[config.mk]
export PLATFORM = sky130hd
export DESIGN_NAME = sorted_priority_queue_unit
export DESIGN_NICKNAME = d
export VERILOG_FILES = /design/src/rtl/spq_pkg.sv /design/src/rtl/sorted_priority_queue_unit.sv /design/src/rtl/spq_cell.sv
export SDC_FILE = /design/constraint.sdc
export NUM_CORES = 1
export LEC_CHECK = 0
export CORE_MARGIN = 2
export CORE_UTILIZATION = 60
export CTS_BUF_LIST = sky130_fd_sc_hd__clkbuf_4 sky130_fd_sc_hd__clkbuf_8
export CTS_CLUSTER_SIZE = 30
export DETAILED_ROUTE_END_ITERATION = 12
export DONT_BUFFER_PORTS = 1
export PLACE_DENSITY = 0.76
export SLEW_MARGIN = 20
export SYNTH_ARGS = -nofsm -noshare
export SYNTH_HDL_FRONTEND = slang
export SYNTH_HIERARCHICAL = 1
export SYNTH_SLANG_ARGS = --single-unit
[constraint.sdc]
create_clock -name clk -period 5.6 [get_ports clk]
set_input_delay 0.28 -clock clk [delete_from_list [all_inputs] [get_ports clk]]
set_output_delay 0.28 -clock clk [all_outputs]
set_load 0.05 [all_outputs]
[src/rtl/spq_pkg.sv]
// ----------------------------------------------------------------------------
// Sorted priority queue package
// Sizes, beat types, operation and status codes shared by the queue's modules.
// ----------------------------------------------------------------------------
`default_nettype none

package spq_pkg;

	localparam int DEPTH     = 16;
	localparam int PRIO_BITS = 8;
	localparam int COUNT_W   = $clog2(DEPTH + 1);
	localparam int CFG_W     = 5;

	typedef enum logic {
		OP_ADD = 1'b0,
		OP_DEL = 1'b1
	} op_t;

	localparam logic [1:0] ST_DONE  = 2'd0;
	localparam logic [1:0] ST_FULL  = 2'd1;
	localparam logic [1:0] ST_EMPTY = 2'd2;

	typedef struct packed {
		op_t        op;
		logic [7:0] item_prio;
		logic [7:0] item_char;
	} item_t;

	typedef struct packed {
		logic [7:0]         out_prio;
		logic [7:0]         out_char;
		logic [1:0]         status;
		logic [COUNT_W-1:0] entry_count;
		logic               is_empty;
		logic               is_full;
	} result_t;

	typedef struct packed {
		logic [PRIO_BITS-1:0] prio;
		logic [7:0]           ch;
	} entry_t;

	// Command broadcast to every cell.
	typedef struct packed {
		logic   add;
		logic   del;
		entry_t ent;
	} cell_cmd_t;

	// What a cell shows its neighbors.
	typedef struct packed {
		logic   valid;
		logic   greater;
		entry_t ent;
	} cell_link_t;

	function automatic logic [PRIO_BITS-1:0] to_prio(input logic [7:0] v);
		logic [31:0] t;
		t = {24'd0, v};
		return t[PRIO_BITS-1:0];
	endfunction

	function automatic logic [7:0] from_prio(input logic [PRIO_BITS-1:0] p);
		logic [31:0] t;
		t = 32'(p);
		return t[7:0];
	endfunction

endpackage

`default_nettype wire

[src/rtl/sorted_priority_queue_unit.sv]
// ----------------------------------------------------------------------------
// Sorted priority queue
// A chain of cells kept in ascending priority order; the head cell holds
// the entry that the next delete returns.
//
//   channel  direction  handshake               beat
//   item     in         item_valid/item_stall   op, item_prio, item_char
//   result   out        result_valid/result_stall  removed entry and status
//   cfg      in         cfg_valid/cfg_ready     capacity_in_use
//
// One item per cycle while item_stall is low; its result appears in the
// result register on the next cycle. Every cell compares the new priority
// with its own entry and with its left neighbor's decision, so an add or
// delete updates the whole chain together. The item channel stalls only
// while a result waits on a stalled result channel. Reset empties the queue
// at once through the cells' valid bits and sets the capacity to 16.
// ----------------------------------------------------------------------------
`default_nettype none

module sorted_priority_queue_unit (
	input  wire                              clk,
	input  wire                              arst_n,
	input  wire                              item_valid,
	output logic                             item_stall,
	input  spq_pkg::item_t                   item,
	output logic                             result_valid,
	input  wire                              result_stall,
	output spq_pkg::result_t                 result,
	input  wire                              cfg_valid,
	output logic                             cfg_ready,
	input  wire [spq_pkg::CFG_W-1:0]         cfg_data
);

	logic [spq_pkg::COUNT_W-1:0] count_q;
	logic [spq_pkg::COUNT_W-1:0] cap_q;
	logic [spq_pkg::COUNT_W-1:0] cap_in;
	logic [spq_pkg::COUNT_W-1:0] count_next;
	logic                        accept;
	logic                        full_now;
	logic                        empty_now;
	logic                        do_add;
	logic                        do_del;
	spq_pkg::cell_cmd_t          cmd;
	spq_pkg::cell_link_t         links [spq_pkg::DEPTH];
	spq_pkg::result_t            result_q;
	logic                        result_valid_q;
	logic [spq_pkg::DEPTH-1:0]   cell_valid;

	localparam spq_pkg::cell_link_t HEAD_LINK = '{valid: 1'b1, greater: 1'b0, ent: '0};
	localparam spq_pkg::cell_link_t TAIL_LINK = '{valid: 1'b0, greater: 1'b1, ent: '0};

	assign cfg_ready    = 1'b1;
	assign item_stall   = result_valid_q && result_stall;
	assign accept       = item_valid && !item_stall;
	assign result_valid = result_valid_q;
	assign result       = result_q;

	always_comb begin
		if (cfg_data == '0) begin
			cap_in = spq_pkg::COUNT_W'(1);
		end else if (32'(cfg_data) > spq_pkg::DEPTH) begin
			cap_in = spq_pkg::COUNT_W'(spq_pkg::DEPTH);
		end else begin
			cap_in = spq_pkg::COUNT_W'(cfg_data);
		end
	end

	assign full_now  = count_q >= cap_q;
	assign empty_now = count_q == '0;
	assign do_add    = accept && (item.op == spq_pkg::OP_ADD) && !full_now;
	assign do_del    = accept && (item.op == spq_pkg::OP_DEL) && !empty_now;

	assign cmd.add      = do_add;
	assign cmd.del      = do_del;
	assign cmd.ent.prio = spq_pkg::to_prio(item.item_prio);
	assign cmd.ent.ch   = item.item_char;

	genvar gi;
	generate
		for (gi = 0; gi < spq_pkg::DEPTH; gi++) begin : g_cell
			spq_pkg::cell_link_t left_link;
			spq_pkg::cell_link_t right_link;
			if (gi == 0) begin : g_head
				assign left_link = HEAD_LINK;
			end else begin : g_mid
				assign left_link = links[gi-1];
			end
			if (gi == spq_pkg::DEPTH - 1) begin : g_tail
				assign right_link = TAIL_LINK;
			end else begin : g_body
				assign right_link = links[gi+1];
			end
			spq_cell u_cell (
				.clk    (clk),
				.arst_n (arst_n),
				.cmd    (cmd),
				.left   (left_link),
				.right  (right_link),
				.link   (links[gi])
			);
			assign cell_valid[gi] = links[gi].valid;
		end
	endgenerate

	always_comb begin
		if (do_add) begin
			count_next = count_q + spq_pkg::COUNT_W'(1);
		end else if (do_del) begin
			count_next = count_q - spq_pkg::COUNT_W'(1);
		end else begin
			count_next = count_q;
		end
	end

	always_ff @(posedge clk or negedge arst_n) begin
		if (!arst_n) begin
			count_q        <= '0;
			cap_q          <= spq_pkg::COUNT_W'(spq_pkg::DEPTH);
			result_valid_q <= 1'b0;
		end else begin
			count_q <= count_next;
			if (cfg_valid && cfg_ready) begin
				cap_q <= cap_in;
			end
			if (accept) begin
				result_valid_q <= 1'b1;
			end else if (!result_stall) begin
				result_valid_q <= 1'b0;
			end
		end
	end

	always_ff @(posedge clk) begin
		if (accept) begin
			result_q.out_prio    <= do_del ? spq_pkg::from_prio(links[0].ent.prio) : 8'd0;
			result_q.out_char    <= do_del ? links[0].ent.ch : 8'd0;
			result_q.entry_count <= count_next;
			result_q.is_empty    <= count_next == '0;
			result_q.is_full     <= count_next >= cap_q;
			if (item.op == spq_pkg::OP_ADD) begin
				result_q.status <= full_now ? spq_pkg::ST_FULL : spq_pkg::ST_DONE;
			end else begin
				result_q.status <= empty_now ? spq_pkg::ST_EMPTY : spq_pkg::ST_DONE;
			end
		end
	end

	// The occupied cells always form a prefix of the chain, as long as the count.
	a_head_matches_count: assert property (@(posedge clk) disable iff (!arst_n)
		cell_valid[0] == (count_q != '0))
		else $error("head cell occupancy disagrees with entry count");

	a_count_bounded: assert property (@(posedge clk) disable iff (!arst_n)
		32'(count_q) <= spq_pkg::DEPTH)
		else $error("entry count beyond chain depth");

	a_prefix_valid: assert property (@(posedge clk) disable iff (!arst_n)
		$countones(cell_valid) == 32'(count_q))
		else $error("number of occupied cells differs from entry count");

	a_empty_reject: assert property (@(posedge clk) disable iff (!arst_n)
		accept && item.op == spq_pkg::OP_DEL && empty_now |=>
		result_valid && result.status == spq_pkg::ST_EMPTY && result.is_empty)
		else $error("delete from empty queue not rejected");

endmodule

`default_nettype wire

[src/rtl/spq_cell.sv]
// ----------------------------------------------------------------------------
// Sorted priority queue cell
// One slot of the sorted chain: holds an entry, shifts right on insert
// and left on delete.
// ----------------------------------------------------------------------------
`default_nettype none

module spq_cell (
	input  wire                      clk,
	input  wire                      arst_n,
	input  spq_pkg::cell_cmd_t       cmd,
	input  spq_pkg::cell_link_t      left,
	input  spq_pkg::cell_link_t      right,
	output spq_pkg::cell_link_t      link
);

	logic            valid_q;
	spq_pkg::entry_t ent_q;
	logic            greater;

	// The new entry belongs before this slot if the slot is free or holds a
	// strictly larger priority, so equal priorities keep arrival order.
	assign greater = !valid_q || (cmd.ent.prio < ent_q.prio);

	assign link.valid   = valid_q;
	assign link.greater = greater;
	assign link.ent     = ent_q;

	always_ff @(posedge clk or negedge arst_n) begin
		if (!arst_n) begin
			valid_q <= 1'b0;
		end else if (cmd.del) begin
			valid_q <= right.valid;
		end else if (cmd.add) begin
			if (left.greater) begin
				valid_q <= left.valid;
			end else if (greater) begin
				valid_q <= 1'b1;
			end
		end
	end

	always_ff @(posedge clk) begin
		if (cmd.del) begin
			ent_q <= right.ent;
		end else if (cmd.add) begin
			if (left.greater) begin
				ent_q <= left.ent;
			end else if (greater) begin
				ent_q <= cmd.ent;
			end
		end
	end

endmodule

`default_nettype wire
* Word level (Yosys, flattened, before mapping)
Cells that the tools add are included.
Cells by class: multiplexer cells 133, bitwise logic cells 1, magnitude comparators 19, add/subtract/negate cells 2, reductions and logical operators 79, equal/unequal tests 1
Operator list (count):
- 2-to-1 mux 16 bit | 61
- < comparator 8 bit | 16
- 2-to-1 mux 1 bit | 66
- nonzero test 3 bit | 15
- AND reduction 2 bit | 17
- 2-to-1 mux 5 bit | 4
- logical NOT 1 bit | 19
- logical OR 1 bit | 16
- logical NOT 5 bit | 3
- greater-or-equal comparator 5 bit | 2
- logical AND 1 bit | 6
- nonzero test 2 bit | 3
- adder 5 x 1 -> 5 bit, second input constant | 1
- greater-than comparator 5 bit, second input constant | 1
- subtractor 5 x 1 -> 5 bit, second input constant | 1
- 2-to-1 mux 2 bit | 2
- inequality test 2 x 1 -> 1 bit, second input constant | 1
- NOT 1 bit | 1
Storage, ports and cells: output and inout bits 28, register bits after elaboration 308, logic and storage cells 292

* Longest topological paths before layout
word-level depth 8, mapped depth 13, depth with buffers taken out 13

* Modules after synthesis
The synthesis kept the hierarchy.
Modules (own cells, without submodules):
- spq_cell (g_cell[0].u_cell ...) | area an instance 1072.3 µm², sequential area each 505.5 µm², cells each 105, instances 11
- spq_cell (g_cell[5].u_cell ...) | area an instance 1082.3 µm², sequential area each 505.5 µm², cells each 105, instances 5
- sorted_priority_queue_unit | area an instance 1751.7 µm², sequential area each 1027.2 µm², cells each 134, instances 1

* Worst setup path before layout
No wires, ideal clock.
path kind flip-flop to flip-flop, start reg result_valid_q (netlist: result_valid), end reg result_q (netlist bit result[0]) (data pin), path slack 1.623 ns, required time 5.343 ns, cell stages (with the launch flop) 13, arrival 3.720 ns, path buffers 0, clock period less this slack 3.977 ns, cell sequence dfrtp_1 a21bo_2 clkinv_2 nand2_2 a311oi_4 o211ai_1 ha_1 nand2b_1 a21o_1 a21oi_1 nor2b_1 o21ai_0 nand2b_1
RTL lines:
- start, declared | line sorted_priority_queue_unit.sv:46 | logic result_valid_q;
- start signal, assigned | line sorted_priority_queue_unit.sv:119 | result_valid_q <= 1'b0;
- start signal, assigned | line sorted_priority_queue_unit.sv:126 | result_valid_q <= 1'b1;
- start signal, assigned | line sorted_priority_queue_unit.sv:128 | result_valid_q <= 1'b0;
- logical AND 1 bit | line sorted_priority_queue_unit.sv:53 | assign item_stall = result_valid_q && result_stall;
- logical NOT 1 bit | line sorted_priority_queue_unit.sv:54 | assign accept = item_valid && !item_stall;
- logical AND 1 bit | line sorted_priority_queue_unit.sv:54
- named net accept | line sorted_priority_queue_unit.sv:38 | logic accept;
- logical AND 1 bit (2 in a row) | line sorted_priority_queue_unit.sv:70 | assign do_add = accept && (item.op == spq_pkg::OP_ADD) && !full_now;
- named net do_add | line sorted_priority_queue_unit.sv:41 | logic do_add;
- 2-to-1 mux 5 bit | line sorted_priority_queue_unit.sv:106 | if (do_add) begin
- greater-or-equal comparator 5 bit | line sorted_priority_queue_unit.sv:139 | result_q.is_full <= count_next >= cap_q;
- end, declared | line sorted_priority_queue_unit.sv:45 | spq_pkg::result_t result_q;
The timed path passes the listed nets, and every way through them passes these cells. A chain may end at the register's enable or synchronous reset.

* Worst setup path after layout
start reg result_valid_q (netlist: result_valid), end reg g_cell[1].u_cell.ent_q (netlist bit g_cell[1].u_cell/link[4]), enable pin
On the way: cells in the longest elaborated chain, start to end 7
Ends and longest elaborated chain:
- logical AND 1 bit | line sorted_priority_queue_unit.sv:53
- logical NOT 1 bit | line sorted_priority_queue_unit.sv:54
- logical AND 1 bit | line sorted_priority_queue_unit.sv:54
- named net accept | line sorted_priority_queue_unit.sv:38
- logical AND 1 bit (2 in a row) | line sorted_priority_queue_unit.sv:70
- named net do_add | line sorted_priority_queue_unit.sv:41
- nonzero test 2 bit (no source line)
- AND reduction 2 bit (no source line)
- end signal, assigned | line spq_cell.sv:45 | ent_q <= right.ent;
- end signal, assigned | line spq_cell.sv:48 | ent_q <= left.ent;
- end signal, assigned | line spq_cell.sv:50 | ent_q <= cmd.ent;
- end, declared | line spq_cell.sv:18 | spq_pkg::entry_t ent_q;
The timed path passes the listed nets, and every way through them passes these cells.

==> impl_metrics.csv <==
group,metric,value,unit
run_status,status,"finished, final reports clean",
routing,postRouteWirelength,47900,um
pwr,pwr-share-comb,30.9,%
pwr,seqPwrFrac,45.5,%
min_path,hold_depth,2,
clock_tree,clock-root-buffer,"clkbuf_8",
grt,grt.busiest_layer,"met2",
critical_path,rr_startpoint,"result_valid",
pwr,switchingPower,3.06,mW
floorplan,num_rows,65,
logic_synthesis,syn_area,18900,um2
place,dp_cells,2125,
pwr,p_int,5.54,mW
timing,finalSetupTns,0,ns
pwr,pwr-share-clk,23.5,%
clock_tree,clk_pin_slew_worst_paths,0.06,ns
clock_tree,cts_tree,"done",
place,io_buffers,0,
timing,setup_viol,0,
cells_and_area,syn2layout_area_growth,6.94,%
floorplan,die-area,33000,um2
timing,whs,0.0216,ns
pwr,power,8.60,mW
critical_path,start_kind,"register",
cells_and_area,instances_no_fill,2252,
floorplan,die_y,182,um
logic_synthesis,yosysWarnings,6,
routing,drtIter0Drc,1322,
routing,wl_per_cell,21.3,um
critical_path,critPathLaunch,"result_valid",
timing,rsz0062_at_grt,"false",
clock_tree,cts_setup_buffers,0,
grt,gr-usage-met2,50.6,%
clock_tree,cts_sinks,308,
routing,drc_errors,0,
critical_path,worstSetupPathType,"reg2reg",
timing,fmax,254,MHz
clock_tree,clk-insertion-delay-late,0.59,ns
critical_path,ff2ff_setup_slack,1.66,ns
critical_path,ff2ff_path_depth,7,
grt,grt_use_total,29.2,%
clock_tree,cts_buffers,51,
timing,slew_headroom,28.7,%
cells_and_area,final_common_cell,"nand2_1",
cells_and_area,stdcell_area,20300,um2
grt,grt_use_met3,4.63,%
pwr,max-vdd-ir-drop,0.000225,V
floorplan,core_area,31300,um2
pwr,switching_share,35.6,%
cells_and_area,nNetsFinal,1959,
floorplan,start_util,60.5,%
timing,skew,0.0347,ns
critical_path,worstPathRequired,5.78,ns
grt,met1_usage,37.4,%
clock_tree,cts_resized,0,
timing,slew_viol_final,0,
logic_synthesis,synth_cells,1812,
clock_tree,cts_hold_buf,32,
timing,hold_viol_final,0,
floorplan,die_w,182,um
critical_path,crit_path_end_kind,"register",
pwr,p_leak,8.88,nW
grt,antenna_found_initial,1,
grt,grt_max_degree,147,
routing,vias,13800,
critical_path,reg2reg_to,"g_cell[1].u_cell/link[4]",
floorplan,io_pins,55,
pwr,power.density,424,nW/um2
grt,grt-ovfl-total,0,
cells_and_area,final_cell_mix,"nand2_1, edfxtp_1, mux2i_1, o21ai_0, ha_1",
timing,finalCritPeriodShare,70.3,%
place,dp.final_hpwl,30200,um
run,maxCapViolCount,0,
clock_tree,clk_path_buf_depth,3,
grt,grt_pass1_wl,75000,um
routing,avgViaCountPerCell,6.12,
cells_and_area,drive_gt1_share,8.11,%
grt,grt_pass1_vias,13800,
timing,post-route-min-period,3.94,ns
min_path,hp-class,"in2reg",
routing,drtPass1Iterations,5,
critical_path,cp-endpoint,"g_cell[1].u_cell/link[4]",
critical_path,crit_arrival,4.11,ns
routing,final_antenna_net_count,0,
place,place_area,18900,um2
logic_synthesis,avgSynthCellArea,10.5,um2
clock_tree,htree_levels,2,
place,gp_routability_congestion,0.858,
critical_path,cp_max_fo,39,
timing,tightestPinTransition,1.07,ns
state kept, by name, summed over array words and instances (netlist names):
signal	count
count_q	5
g_cell.u_cell/valid_q	16
cap_q	5
result	25
g_cell.u_cell/link	256
result_valid	1
power groups by stage:
| stage | logic [mW] | registers, mW | clock network (mW) |
|---|---|---|---|
| floorplan | 2.28 | 3.73 | 0 |
| global placement | 2.45 | 3.94 | 0 |
| detailed placement | 2.56 | 3.95 | 0 |
| CTS | 2.63 | 3.91 | 2.05 |
| global route | 2.96 | 3.98 | 2.15 |
| finish | 2.66 | 3.91 | 2.03 |
worst min path at each step:
stage,startpoint,slack [ns],to
6_report,item[11],0.02,g_cell[5].u_cell/link[11]
4_1_cts,item[2],0.0003,g_cell[10].u_cell/link[2]
5_1_grt,item[12],0.005,g_cell[9].u_cell/link[12]
2_1_floorplan,arst_n,-0.02,cap_q[0]
3_5_place_dp,arst_n,-0.01,g_cell[15].u_cell/valid_q
3_3_place_gp,arst_n,-0.01,cap_q[3]
worst max-delay path, cell delays in order (launching register included):
cell	delay (ns)
dfrtp_1	0.57
a21bo_2	0.32
clkinv_2	0.34
nand2_2	0.14
a311oi_4	0.69
buf_4	0.50
nor2_1	0.10
a31oi_2	0.85
per-stage QoR:
stage          util (%)  setup slack, ns
2_1_floorplan         -             1.62
3_3_place_gp       60.3             1.83
3_5_place_dp       60.3             1.68
4_1_cts            64.7             1.65
5_1_grt            64.7             1.42
6_report           64.7             1.66
cell type report:
class	instances	area (um2)
fill	2401	11000
sequential	308	9110
multi-input combinational	1286	8740
clock buffer	78	923
tap	402	503
inverter	121	455
timing repair buffer	40	415
clock inverter	16	108
antenna	1	2.50
metal layers:
metal,vias up,part of all wire (%)
met5,-,0
met4,0,3.2
met3,126,7.0
met2,534,50
met1,6698,40
li1,6428,-
Note: power is estimated with default switching activity, not from simulation.
